### src/rtl/core/dai_pkg.sv
`default_nettype none

package dai_pkg;

    // Generic register file geometry: split into an even and an odd bank so that
    // a halfword pair (word, word + 1) always touches one entry of each bank.
    localparam int REG_WORDS  = 32;
    localparam int IDX_W      = $clog2(REG_WORDS);
    localparam int BANK_W     = IDX_W - 1;
    localparam int BANK_DEPTH = REG_WORDS / 2;

    // Field widths.
    localparam int MEM_W     = 27;
    localparam int DMA_LEN_W = 26;
    localparam int SRC_W     = 26;
    localparam int BLOCKS_W  = 15;

    // Item kinds.
    typedef enum logic [1:0] {
        FUNC_TICK  = 2'd0,
        FUNC_READ  = 2'd1,
        FUNC_WRITE = 2'd2
    } func_t;

    // Configuration register indexes.
    typedef enum logic [1:0] {
        CFG_BLOCK_PERIOD = 2'd0,
        CFG_DMA_POLLS    = 2'd1,
        CFG_MAIN_SIZE    = 2'd2,
        CFG_AUX_SIZE     = 2'd3
    } cfg_idx_t;

    // Register offsets.
    localparam logic [5:0] OFF_MBOX_LAST = 6'h06;
    localparam logic [5:0] OFF_CSR       = 6'h0A;
    localparam logic [5:0] OFF_MMADDR    = 6'h20;
    localparam logic [5:0] OFF_ARADDR    = 6'h24;
    localparam logic [5:0] OFF_CNT       = 6'h28;
    localparam logic [5:0] OFF_AID_HI    = 6'h30;
    localparam logic [5:0] OFF_AID_LO    = 6'h32;
    localparam logic [5:0] OFF_AID_CTRL  = 6'h36;
    localparam logic [5:0] OFF_AID_LEFT  = 6'h3A;

    // CSR and audio control fields.
    localparam logic [15:0] CTRL_MASK      = 16'h0C07;
    localparam logic [15:0] AID_LO_MASK    = 16'hFFE0;
    localparam int          AID_ENABLE_BIT = 15;
    localparam int          AUDIO_BLOCK_BYTES = 32;

    // Interrupt status and mask bits, as held internally (CSR bits 3 to 8).
    localparam int ST_AID_INT  = 0;
    localparam int ST_AR_INT   = 2;
    localparam int ST_DSP_INT  = 4;
    localparam logic [5:0] ST_INT_BITS  = 6'b010101;
    localparam logic [5:0] ST_MASK_BITS = 6'b101010;

    // Write request into the generic register file.
    typedef struct packed {
        logic [IDX_W-1:0] word;
        logic             hi_we;
        logic             lo_we;
        logic [15:0]      hi_data;
        logic [15:0]      lo_data;
    } rf_wr_t;

    // Read data from the generic register file.
    typedef struct packed {
        logic [15:0] hi;
        logic [15:0] lo;
        logic [31:0] main_addr;
        logic [31:0] aux_addr;
    } rf_rd_t;

    // One result item.
    typedef struct packed {
        logic [31:0]          read_data;
        logic                 int_line;
        logic                 audio_block_valid;
        logic [31:0]          audio_block_addr;
        logic                 control_write_valid;
        logic [15:0]          control_bits;
        logic                 dma_start;
        logic                 dma_copy_ok;
        logic [31:0]          dma_main_addr;
        logic [31:0]          dma_aux_addr;
        logic [DMA_LEN_W-1:0] dma_length;
        logic                 dma_to_aux;
    } res_t;

endpackage

`default_nettype wire

### src/rtl/core/dai_regfile.sv
`default_nettype none

module dai_regfile
    import dai_pkg::*;
(
    input  wire logic             clk,
    input  wire logic             rst_n,
    input  wire logic [IDX_W-1:0] rd_word,
    input  wire rf_wr_t           wr,
    output rf_rd_t                rd
);

    // Fixed bank entries that hold the aux DMA address pairs.
    localparam logic [BANK_W-1:0] MM_IDX = BANK_W'(OFF_MMADDR >> 2);
    localparam logic [BANK_W-1:0] AR_IDX = BANK_W'(OFF_ARADDR >> 2);

    logic [15:0]       even_reg [BANK_DEPTH];
    logic [15:0]       odd_reg  [BANK_DEPTH];
    logic [BANK_W-1:0] wr_hi_idx;
    logic [BANK_W-1:0] wr_lo_idx;
    logic [BANK_W-1:0] rd_hi_idx;
    logic [BANK_W-1:0] rd_lo_idx;

    // The upper halfword sits at word, the lower at word + 1 (wrapping).
    assign wr_hi_idx = wr.word[IDX_W-1:1];
    assign wr_lo_idx = wr.word[IDX_W-1:1] + BANK_W'(wr.word[0]);
    assign rd_hi_idx = rd_word[IDX_W-1:1];
    assign rd_lo_idx = rd_word[IDX_W-1:1] + BANK_W'(rd_word[0]);

    // Bank writes; the two halfwords of a pair always land in different banks.
    always_ff @(posedge clk or negedge rst_n)
    begin
        if (!rst_n)
        begin
            for (int i = 0; i < BANK_DEPTH; i++)
            begin
                even_reg[i] <= '0;
                odd_reg[i]  <= '0;
            end
        end
        else
        begin
            if (wr.hi_we)
            begin
                if (wr.word[0])
                    odd_reg[wr_hi_idx] <= wr.hi_data;
                else
                    even_reg[wr_hi_idx] <= wr.hi_data;
            end
            if (wr.lo_we)
            begin
                if (wr.word[0])
                    even_reg[wr_lo_idx] <= wr.lo_data;
                else
                    odd_reg[wr_lo_idx] <= wr.lo_data;
            end
        end
    end

    // Read of the addressed pair and of the DMA address registers.
    always_comb
    begin
        rd.hi        = rd_word[0] ? odd_reg[rd_hi_idx] : even_reg[rd_hi_idx];
        rd.lo        = rd_word[0] ? even_reg[rd_lo_idx] : odd_reg[rd_lo_idx];
        rd.main_addr = {even_reg[MM_IDX], odd_reg[MM_IDX]};
        rd.aux_addr  = {even_reg[AR_IDX], odd_reg[AR_IDX]};
    end

endmodule

`default_nettype wire

### src/rtl/core/dsp_interface_audio_dma_irq_unit.sv
`default_nettype none

// CPU-side register block of a DSP interface. Each item is a tick, a register
// read or a register write, and each item gives exactly one result item. The
// block holds the interrupt CSR (three write-1-to-clear status bits and their
// masks), the audio DMA pump that sends one 32-byte block address per period,
// the aux DMA kick with its poll-based completion, and a 32-entry generic
// halfword register file. An item is accepted in every cycle while the skid
// register is empty: all of its work is one pass of logic from the input
// ports and the state into a result register, backed by a one-entry skid
// register, so req_ready only drops when both hold results the consumer has
// not yet taken. The configuration port is always ready and should be written
// only while no item is in flight.
module dsp_interface_audio_dma_irq_unit
    import dai_pkg::*;
(
    input  wire logic                 clk,
    input  wire logic                 rst_n,

    input  wire logic                 cfg_valid,
    output logic                      cfg_ready,
    input  wire logic [1:0]           cfg_index,
    input  wire logic [MEM_W-1:0]     cfg_data,

    input  wire logic                 req_valid,
    output logic                      req_ready,
    input  wire logic [1:0]           func,
    input  wire logic [5:0]           reg_offset,
    input  wire logic                 wide_access,
    input  wire logic [31:0]          write_data,
    input  wire logic [15:0]          tick_cycles,
    input  wire logic                 core_int_request,
    input  wire logic [15:0]          core_control,

    output logic                      rsp_valid,
    input  wire logic                 rsp_ready,
    output logic [31:0]               read_data,
    output logic                      int_line,
    output logic                      audio_block_valid,
    output logic [31:0]               audio_block_addr,
    output logic                      control_write_valid,
    output logic [15:0]               control_bits,
    output logic                      dma_start,
    output logic                      dma_copy_ok,
    output logic [31:0]               dma_main_addr,
    output logic [31:0]               dma_aux_addr,
    output logic [DMA_LEN_W-1:0]      dma_length,
    output logic                      dma_to_aux
);

    // Configuration registers.
    logic [15:0]       period_reg;
    logic [7:0]        polls_cfg_reg;
    logic [MEM_W-1:0]  main_size_reg;
    logic [MEM_W-1:0]  aux_size_reg;

    // Block state.
    logic [5:0]          status_reg,  status_next;
    logic                busy_reg,    busy_next;
    logic [7:0]          polls_reg,   polls_next;
    logic [SRC_W-1:0]    src_reg,     src_next;
    logic [15:0]         actrl_reg,   actrl_next;
    logic [31:0]         cur_reg,     cur_next;
    logic [BLOCKS_W-1:0] rem_reg,     rem_next;
    logic [31:0]         accum_reg,   accum_next;
    logic                pending_reg, pending_next;

    // Result buffering.
    logic out_valid_reg;
    logic skid_valid_reg;
    res_t out_data_reg;
    res_t skid_data_reg;
    res_t res_next;

    // Decode and datapath temporaries.
    logic                req_fire;
    logic                is_mbox;
    logic                is_csr;
    logic                is_aid;
    logic [6:0]          off2;
    logic [15:0]         dh;
    logic [15:0]         dl;
    logic [15:0]         left_val;
    logic [31:0]         acc_sum;
    logic [32:0]         blk_end;
    logic [BLOCKS_W-1:0] rem_tmp;
    logic [31:0]         cur_tmp;
    logic                ctrl_we;
    logic [15:0]         ctrl_data;
    logic [DMA_LEN_W-1:0] dma_len;
    logic [32:0]         main_end;
    logic [32:0]         aux_end;
    logic [5:0]          csr_w6;
    rf_wr_t              rf_wr;
    rf_rd_t              rf_rd;

    // Read of one halfword in the audio register range.
    function automatic logic [15:0] aid_read16(
        input logic [6:0]       o,
        input logic [15:0]      gen,
        input logic [SRC_W-1:0] src,
        input logic [15:0]      ctrl,
        input logic [15:0]      left
    );
        logic [15:0] v;
        unique case (o)
            {1'b0, OFF_AID_HI}:   v = 16'(src[SRC_W-1:16]);
            {1'b0, OFF_AID_LO}:   v = src[15:0];
            {1'b0, OFF_AID_CTRL}: v = ctrl;
            {1'b0, OFF_AID_LEFT}: v = left;
            default:              v = gen;
        endcase
        return v;
    endfunction

    assign cfg_ready = 1'b1;
    assign req_ready = !skid_valid_reg;
    assign req_fire  = req_valid && req_ready;

    // Configuration writes.
    always_ff @(posedge clk or negedge rst_n)
    begin
        if (!rst_n)
        begin
            period_reg    <= 16'd4096;
            polls_cfg_reg <= 8'd16;
            main_size_reg <= MEM_W'(25165824);
            aux_size_reg  <= MEM_W'(16777216);
        end
        else if (cfg_valid)
        begin
            unique case (cfg_idx_t'(cfg_index))
                CFG_BLOCK_PERIOD: period_reg    <= cfg_data[15:0];
                CFG_DMA_POLLS:    polls_cfg_reg <= cfg_data[7:0];
                CFG_MAIN_SIZE:    main_size_reg <= cfg_data;
                CFG_AUX_SIZE:     aux_size_reg  <= cfg_data;
                default:          ;
            endcase
        end
    end

    // Generic register file.
    dai_regfile u_regfile (
        .clk     (clk),
        .rst_n   (rst_n),
        .rd_word (IDX_W'(reg_offset[5:1])),
        .wr      (rf_wr),
        .rd      (rf_rd)
    );

    // Address decode.
    assign is_mbox  = (reg_offset <= OFF_MBOX_LAST) && !reg_offset[0];
    assign is_csr   = (reg_offset == OFF_CSR);
    assign is_aid   = (reg_offset >= OFF_AID_HI) && (reg_offset <= OFF_AID_LEFT);
    assign off2     = {1'b0, reg_offset} + 7'd2;
    assign dh       = wide_access ? write_data[31:16] : write_data[15:0];
    assign dl       = write_data[15:0];
    assign left_val = (rem_reg != '0) ? 16'(rem_reg - 1'b1) : 16'd0;
    assign acc_sum  = accum_reg + 32'(tick_cycles);
    assign blk_end  = {1'b0, cur_reg} + 33'(AUDIO_BLOCK_BYTES);
    assign dma_len  = write_data[DMA_LEN_W-1:0];
    assign main_end = {1'b0, rf_rd.main_addr} + 33'(dma_len);
    assign aux_end  = {1'b0, rf_rd.aux_addr} + 33'(dma_len);
    assign csr_w6   = write_data[8:3];

    // Per-item work: state update and result.
    always_comb
    begin
        status_next  = status_reg;
        busy_next    = busy_reg;
        polls_next   = polls_reg;
        src_next     = src_reg;
        actrl_next   = actrl_reg;
        cur_next     = cur_reg;
        rem_next     = rem_reg;
        accum_next   = accum_reg;
        pending_next = pending_reg;
        rem_tmp      = rem_reg;
        cur_tmp      = cur_reg;
        ctrl_we      = 1'b0;
        ctrl_data    = dh;
        res_next     = '0;
        rf_wr        = '0;
        rf_wr.word   = IDX_W'(reg_offset[5:1]);
        rf_wr.hi_data = dh;
        rf_wr.lo_data = dl;

        if (req_fire)
        begin
            if (core_int_request)
                status_next[ST_DSP_INT] = 1'b1;

            unique case (func_t'(func))
                FUNC_TICK:
                begin
                    if (pending_reg)
                    begin
                        pending_next = 1'b0;
                        status_next[ST_AID_INT] = 1'b1;
                    end
                    if (acc_sum < 32'(period_reg))
                        accum_next = acc_sum;
                    else
                    begin
                        accum_next = acc_sum - 32'(period_reg);
                        if (actrl_reg[AID_ENABLE_BIT])
                        begin
                            if (blk_end <= 33'(main_size_reg))
                            begin
                                res_next.audio_block_valid = 1'b1;
                                res_next.audio_block_addr  = cur_reg;
                            end
                            if (rem_reg != '0)
                            begin
                                rem_tmp = rem_reg - 1'b1;
                                cur_tmp = cur_reg + 32'(AUDIO_BLOCK_BYTES);
                            end
                            if (rem_tmp == '0)
                            begin
                                cur_next = 32'(src_reg);
                                rem_next = actrl_reg[BLOCKS_W-1:0];
                                status_next[ST_AID_INT] = 1'b1;
                            end
                            else
                            begin
                                cur_next = cur_tmp;
                                rem_next = rem_tmp;
                            end
                        end
                    end
                end

                FUNC_READ:
                begin
                    priority if (is_mbox)
                        res_next.read_data = '0;
                    else if (is_csr)
                    begin
                        res_next.read_data = 32'({6'b0, busy_reg, status_next, 3'b0}
                                                 | (core_control & CTRL_MASK));
                        // Each CSR read counts down a busy aux DMA.
                        if (busy_reg)
                        begin
                            polls_next = polls_reg - 8'd1;
                            if (polls_next == 8'd0)
                            begin
                                busy_next = 1'b0;
                                status_next[ST_AR_INT] = 1'b1;
                            end
                        end
                    end
                    else if (is_aid)
                    begin
                        if (wide_access)
                            res_next.read_data = {
                                aid_read16({1'b0, reg_offset}, rf_rd.hi, src_reg,
                                           actrl_reg, left_val),
                                aid_read16(off2, rf_rd.lo, src_reg, actrl_reg, left_val)};
                        else
                            res_next.read_data = {16'b0,
                                aid_read16({1'b0, reg_offset}, rf_rd.hi, src_reg,
                                           actrl_reg, left_val)};
                    end
                    else
                        res_next.read_data = wide_access ? {rf_rd.hi, rf_rd.lo}
                                                         : {16'b0, rf_rd.hi};
                end

                FUNC_WRITE:
                begin
                    priority if (is_mbox)
                        status_next = status_next;
                    else if (is_csr)
                    begin
                        res_next.control_write_valid = 1'b1;
                        res_next.control_bits = write_data[15:0] & CTRL_MASK;
                        // Status bits clear on 1; masks take the written value.
                        status_next = (status_next & ~(csr_w6 & ST_INT_BITS) & ~ST_MASK_BITS)
                                    | (csr_w6 & ST_MASK_BITS);
                    end
                    else if (is_aid)
                    begin
                        // Halfword at the item's offset.
                        unique case (reg_offset)
                            OFF_AID_HI:   src_next[SRC_W-1:16] = dh[SRC_W-17:0];
                            OFF_AID_LO:   src_next[15:0] = dh & AID_LO_MASK;
                            OFF_AID_CTRL:
                            begin
                                ctrl_we   = 1'b1;
                                ctrl_data = dh;
                            end
                            OFF_AID_LEFT: ;
                            default:      rf_wr.hi_we = 1'b1;
                        endcase
                        // Second halfword of a wide write.
                        if (wide_access)
                        begin
                            unique case (off2)
                                {1'b0, OFF_AID_LO}: src_next[15:0] = dl & AID_LO_MASK;
                                {1'b0, OFF_AID_CTRL}:
                                begin
                                    ctrl_we   = 1'b1;
                                    ctrl_data = dl;
                                end
                                {1'b0, OFF_AID_LEFT}: ;
                                default: rf_wr.lo_we = 1'b1;
                            endcase
                        end
                        // Enabling the pump reloads it and raises the interrupt next tick.
                        if (ctrl_we)
                        begin
                            actrl_next = ctrl_data;
                            if (!actrl_reg[AID_ENABLE_BIT] && ctrl_data[AID_ENABLE_BIT])
                            begin
                                cur_next     = 32'(src_reg);
                                rem_next     = ctrl_data[BLOCKS_W-1:0];
                                pending_next = 1'b1;
                            end
                        end
                    end
                    else
                    begin
                        rf_wr.hi_we = 1'b1;
                        rf_wr.lo_we = wide_access;
                        // A write to the count register kicks the aux DMA.
                        if (reg_offset == OFF_CNT)
                        begin
                            res_next.dma_start     = 1'b1;
                            res_next.dma_copy_ok   = (dma_len != '0)
                                                  && (main_end <= 33'(main_size_reg))
                                                  && (aux_end <= 33'(aux_size_reg));
                            res_next.dma_main_addr = rf_rd.main_addr;
                            res_next.dma_aux_addr  = rf_rd.aux_addr;
                            res_next.dma_length    = dma_len;
                            res_next.dma_to_aux    = !write_data[31];
                            busy_next  = 1'b1;
                            polls_next = polls_cfg_reg;
                        end
                    end
                end

                default: ;
            endcase
        end

        res_next.int_line = |(status_next & {1'b0, status_next[5:1]} & ST_INT_BITS);
    end

    // State registers.
    always_ff @(posedge clk or negedge rst_n)
    begin
        if (!rst_n)
        begin
            status_reg  <= '0;
            busy_reg    <= 1'b0;
            polls_reg   <= '0;
            src_reg     <= '0;
            actrl_reg   <= '0;
            cur_reg     <= '0;
            rem_reg     <= '0;
            accum_reg   <= '0;
            pending_reg <= 1'b0;
        end
        else
        begin
            status_reg  <= status_next;
            busy_reg    <= busy_next;
            polls_reg   <= polls_next;
            src_reg     <= src_next;
            actrl_reg   <= actrl_next;
            cur_reg     <= cur_next;
            rem_reg     <= rem_next;
            accum_reg   <= accum_next;
            pending_reg <= pending_next;
        end
    end

    // Output register and skid register valid bits.
    always_ff @(posedge clk or negedge rst_n)
    begin
        if (!rst_n)
        begin
            out_valid_reg  <= 1'b0;
            skid_valid_reg <= 1'b0;
        end
        else if (skid_valid_reg)
        begin
            if (rsp_ready)
                skid_valid_reg <= 1'b0;
        end
        else if (req_fire)
        begin
            if (!out_valid_reg || rsp_ready)
                out_valid_reg <= 1'b1;
            else
                skid_valid_reg <= 1'b1;
        end
        else if (rsp_ready)
            out_valid_reg <= 1'b0;
    end

    // Result payloads.
    always_ff @(posedge clk)
    begin
        if (skid_valid_reg)
        begin
            if (rsp_ready)
                out_data_reg <= skid_data_reg;
        end
        else if (req_fire)
        begin
            if (!out_valid_reg || rsp_ready)
                out_data_reg <= res_next;
            else
                skid_data_reg <= res_next;
        end
    end

    assign rsp_valid           = out_valid_reg;
    assign read_data           = out_data_reg.read_data;
    assign int_line            = out_data_reg.int_line;
    assign audio_block_valid   = out_data_reg.audio_block_valid;
    assign audio_block_addr    = out_data_reg.audio_block_addr;
    assign control_write_valid = out_data_reg.control_write_valid;
    assign control_bits        = out_data_reg.control_bits;
    assign dma_start           = out_data_reg.dma_start;
    assign dma_copy_ok         = out_data_reg.dma_copy_ok;
    assign dma_main_addr       = out_data_reg.dma_main_addr;
    assign dma_aux_addr        = out_data_reg.dma_aux_addr;
    assign dma_length          = out_data_reg.dma_length;
    assign dma_to_aux          = out_data_reg.dma_to_aux;

endmodule

`default_nettype wire

### config.mk
export PLATFORM = sky130hd
export DESIGN_NAME = dsp_interface_audio_dma_irq_unit
export DESIGN_NICKNAME = d
export VERILOG_FILES = /design/src/rtl/core/dai_pkg.sv /design/src/rtl/core/dai_regfile.sv /design/src/rtl/core/dsp_interface_audio_dma_irq_unit.sv
export SDC_FILE = /design/constraint.sdc
export NUM_CORES = 2
export LEC_CHECK = 0
export BUFFER_PORTS_ARGS = -buffer_cell sky130_fd_sc_hd__clkbuf_2
export CAP_MARGIN = 20
export CORE_UTILIZATION = 55
export DETAILED_ROUTE_END_ITERATION = 10
export PLACE_DENSITY_LB_ADDON = 0.05
export RECOVER_POWER = 25
export SLEW_MARGIN = 20
export SYNTH_ARGS = -nofsm -noshare
export SYNTH_HDL_FRONTEND = slang
export SYNTH_SLANG_ARGS = --single-unit
export TNS_END_PERCENT = 100
### constraint.sdc
create_clock -name clk -period 6.1 [get_ports clk]
set_clock_uncertainty 0.1 [all_clocks]
set_input_delay 0.305 -clock clk [delete_from_list [all_inputs] [get_ports clk]]
set_output_delay 0.305 -clock clk [all_outputs]
set_load 0.02 [all_outputs]
==> run_results.csv <==
group,metric,value,unit
outcome,outcome,"finished, violations left",
outcome,violations,"DRC, capacitance limit, slew limit, setup timing",
synth,syn_area,63830,µm²
global_routing,gr-usage-all-layers,0.3995,
power_and_ir_drop,seq_power_share,0.376,
synth,yosysTopAreaCell,"dfrtp_1",
power_and_ir_drop,switching_share,0.3416,
cts,h-tree-depth,3,
layout,fin_util,0.6301,
drt,vias_per_cell,6.456,
critical_path,startpoint_type,"flop",
critical_path,cp-end-kind,"flop",
drt,drt_iter0_drc,6537,
placed_design,port_buffers,263,
synth,avgSynthCellArea,9.682,µm²
placed_design,dpl.cell_count,8087,
placed_design,place_congestion,1.002,
layout,fillers,9520,
timing,period_share,1.009,
die,die_h,342.7,µm
synth,netlist_top_cells_area,"dfrtp_1 (28%), edfxtp_1 (16%), mux4_2 (11%)",
critical_path,arrival,6.67,ns
power_and_ir_drop,power.switching,8184,µW
cts,cts_max_path_buffers,3,
global_routing,first_global_vias,49930,
critical_path,criticalPathCategory,"reg2reg",
flow_run,maxCapViolations,3,
timing,hold_violations,0,
timing,fmax,162.4,MHz
power_and_ir_drop,power_per_cell_area,331.6,nW/µm²
die,coreArea,114700,µm²
die,num_rows,124,
timing,hold_slack,0.03007,ns
power_and_ir_drop,combPwrFrac,0.295,
drt,drtAntennaViolNets,0,
timing,rsz0062_at_grt,"true",
drt,drt_wl_total,236500,µm
drt,drt_first_pass_iters,11,
synth,ys_types,94,
layout,fin_cells,8368,
die,ioPinCount,287,
drt,drcViolationCount,52,
drt,num_vias,54030,
global_routing,gr-total-overflow,0,
layout,final_layout_size_suffix_gt1_frac,0.1856,
cts,cts_sinks,1059,
synth,synth_top_cell_area_share,0.2839,
placed_design,dpl.hpwl,162000,µm
timing,setup_viol,1,
synth,synth-edff-count,330,
synth,yosysSeqAreaShare,0.4412,
synth,async_flop_share,0.6884,
synth,synthCells,6592,
critical_path,critPathRequiredTime,6.62,ns
worst_hold_path,hp-class,"in2reg",
critical_path,cp_max_fo,3,
synth,ys.flop_type,"dfrtp_1",
global_routing,antenna_found_initial,10,
timing,worstMarginPinSlew,4.802,ns
cts,clk_transition_reported_paths,0.06,ns
power_and_ir_drop,vdd_drop_max,0.2433,mV
layout,fin_nets,7037,
global_routing,grt_max_degree,177,
power_and_ir_drop,leakage,0.03000,µW
die,dieArea,117400,µm²
die,initial_core_util,0.5567,
timing,worst_slack,-0.05724,ns
cts,clk_latency,0.76,ns
die,fp.dieW,342.7,µm
power_and_ir_drop,power.internal,15780,µW
layout,area_growth,13.20,%
cts,numCtsBuffers,116,
timing,setup_tns,-0.05724,ns
timing,slew_headroom,-2.202,
power_and_ir_drop,p_clk_frac,0.328,
cts,cts_root_buf,"clkbuf_16",
placed_design,dp_slack,-0.6037,ns
timing,slew_viol_final,248,
global_routing,grt_pass1_wl,343000,µm
synth,synth_seq_cells,1059,
timing,final.min_clock_period,6.157,ns
synth,ys_warn_count,0,
drt,wire_per_inst,28.26,µm
cts,cts_tree,"built",
## placed cells by master (no fill, tap or decap), types with 23 or more instances in the layout
cell type      Yosys  final
mux4_2           303    303
nor2_1           698    668
mux2i_1          121    105
mux2_2           210    209
nand2_1          932    930
edfxtp_1         330    330
inv_1            154    154
o21a_1            32     32
a211oi_1          34     34
nor2_2             2     30
nand4_1           44     45
a21oi_1          645    643
buf_4             14    242
clkbuf_2           0    190
dlygate4sd3_1      0     46
bufinv_16          0     23
o21ai_0          755    752
xor2_1            40     38
clkbuf_16          0    116
nor2b_1           28     28
ha_1             178    175
and2_1           119    119
nand3_1           66     66
dfrtp_1          724    723
o31ai_1           52     52
and3_1            39     39
a21o_1            65     65
xnor2_1           93     93
clkbuf_1         425     96
nor3_1            53     51
## final timing paths
check	from	to	slack (ns)	cells after the start
worst min register to register	accum_reg[2]$_DFFE_PN0P_	accum_reg[2]$_DFFE_PN0P_	0.39	2
worst min-delay path	core_control[11]	skid_data_reg[155]$_DFFE_PP_	0.03	4
worst max register to register	u_regfile.rd[0]$_DFF_PN0_	dma_copy_ok$_DFFE_PP_	-0.06	25
worst max-delay path	u_regfile.rd[0]$_DFF_PN0_	dma_copy_ok$_DFFE_PP_	-0.06	25
min in group asynchronous	rst_n	accum_reg[14]$_DFFE_PN0P_	1.73	2
max in group asynchronous	rst_n	skid_valid_reg$_DFF_PN0_	0.75	3
## synthesized netlist by cell type, types with 8 or more instances
cell type and number:
mux2i_1 121, a221oi_1 11, o21a_1 32, buf_1 83, nor4_1 18, inv_1 154
a31oi_1 19, nor2_1 698, nor3_1 53, nand3b_1 11, a221o_1 9, a211o_1 8
nand2b_1 17, o21bai_1 20, nand4_1 44, o211ai_1 15, a222oi_1 14, o21ai_0 755
edfxtp_1 330, xnor2_1 93, a22o_1 11, mux2_2 210, and2_1 119, buf_2 32
o21ai_1 14, a21o_1 65, a22oi_1 14, and3_1 39, nor2b_1 28, or3_1 11
buf_4 14, mux4_2 303, xor2_1 40, ha_1 178, nand2_1 932, dfrtp_1 724
clkbuf_1 425, o2111ai_1 10, nand3_1 66, a21oi_1 645, or4_1 9, a211oi_1 34
o31ai_1 52
## through the flow
step / instance area (µm²) / power (µW)
4_1_cts: 72270 / 23890
5_1_grt: 72230 / 24900
2_1_floorplan: 63880 / 13610
6_report: 72250 / 23960
3_5_place_dp: 67510 / 16020
3_3_place_gp: 67510 / 15880
## cells by family after synthesis
| group | after synthesis | synth area share |
|---|---|---|
| AO/OA/AOI/OAI | 1788 | 0.1581 |
| XOR/XNOR | 133 | 0.01825 |
| adder cells (fa/ha/maj) | 182 | 0.03615 |
| buffers and inverters | 710 | 0.04328 |
| flip-flops | 1059 | 0.4412 |
| multiplexers | 634 | 0.1629 |
| other | 2 | 0.0001177 |
| AND/OR/NAND/NOR | 2084 | 0.1399 |
## per-layer routing
metal  wire length, µm  GRT usage  vias to the layer above
li1                  -          -                    23920
met1             93270     0.5457                    26510
met2            103700     0.5937                     2985
met3             25120    0.09209                      591
met4             14270     0.2141                       16
met5               100          0                        -
## power by group through the flow
stage | registers (µW) | logic, µW | clock network (µW)
after detailed placement | 9120 | 6900 | 0
after floorplan | 9040 | 4560 | 0
after CTS | 8990 | 6970 | 7930
after global placement | 9080 | 6800 | 0
after global routing | 9110 | 7600 | 8200
final | 9020 | 7080 | 7860
## timing repair
item / CTS / global route
hold endpoints to repair: 168 / 0
gates resized for setup: 11 / 6
setup buffers: 2 / 3
hold buffers: 46 / 0
endpoints found under the setup margin: 2 / 2
pin swaps: 12 / 5
## area by class of cell
cell class,instances,area [µm²],area share
Antenna cell,7,17.52,0.0002424
Clock inverter,69,1089,0.01507
Timing Repair Buffer,577,3939,0.05452
Multi-Input combinational cell,4837,33390,0.4622
Clock buffer,151,3164,0.04380
Inverter,156,593.1,0.008209
Tap cell,1512,1892,0.02618
Sequential cell,1059,28160,0.3898
## critical path: stages (launching register included)
cell,delay (ns)
dfrtp_1,0.39
ha_2,0.19
fa_2,0.35
a21o_1,0.20
a21oi_2,0.19
o211ai_1,0.15
a221o_1,0.37
a31oi_1,0.18
buf_4,0.16
o2111ai_2,0.14
o211ai_1,0.20
o21bai_1,0.10
a21oi_1,0.17
xnor2_1,0.09
ha_1,0.29
nand4_1,0.13
nor3_2,0.27
nand4_1,0.20
a211o_1,0.30
or3_1,0.36
or4_4,0.53
nor4_4,0.14
o2111ai_1,0.13
or3_4,0.37
nor4_4,0.16
mux2_4,0.19
Power figures use the tool's default switching activity.
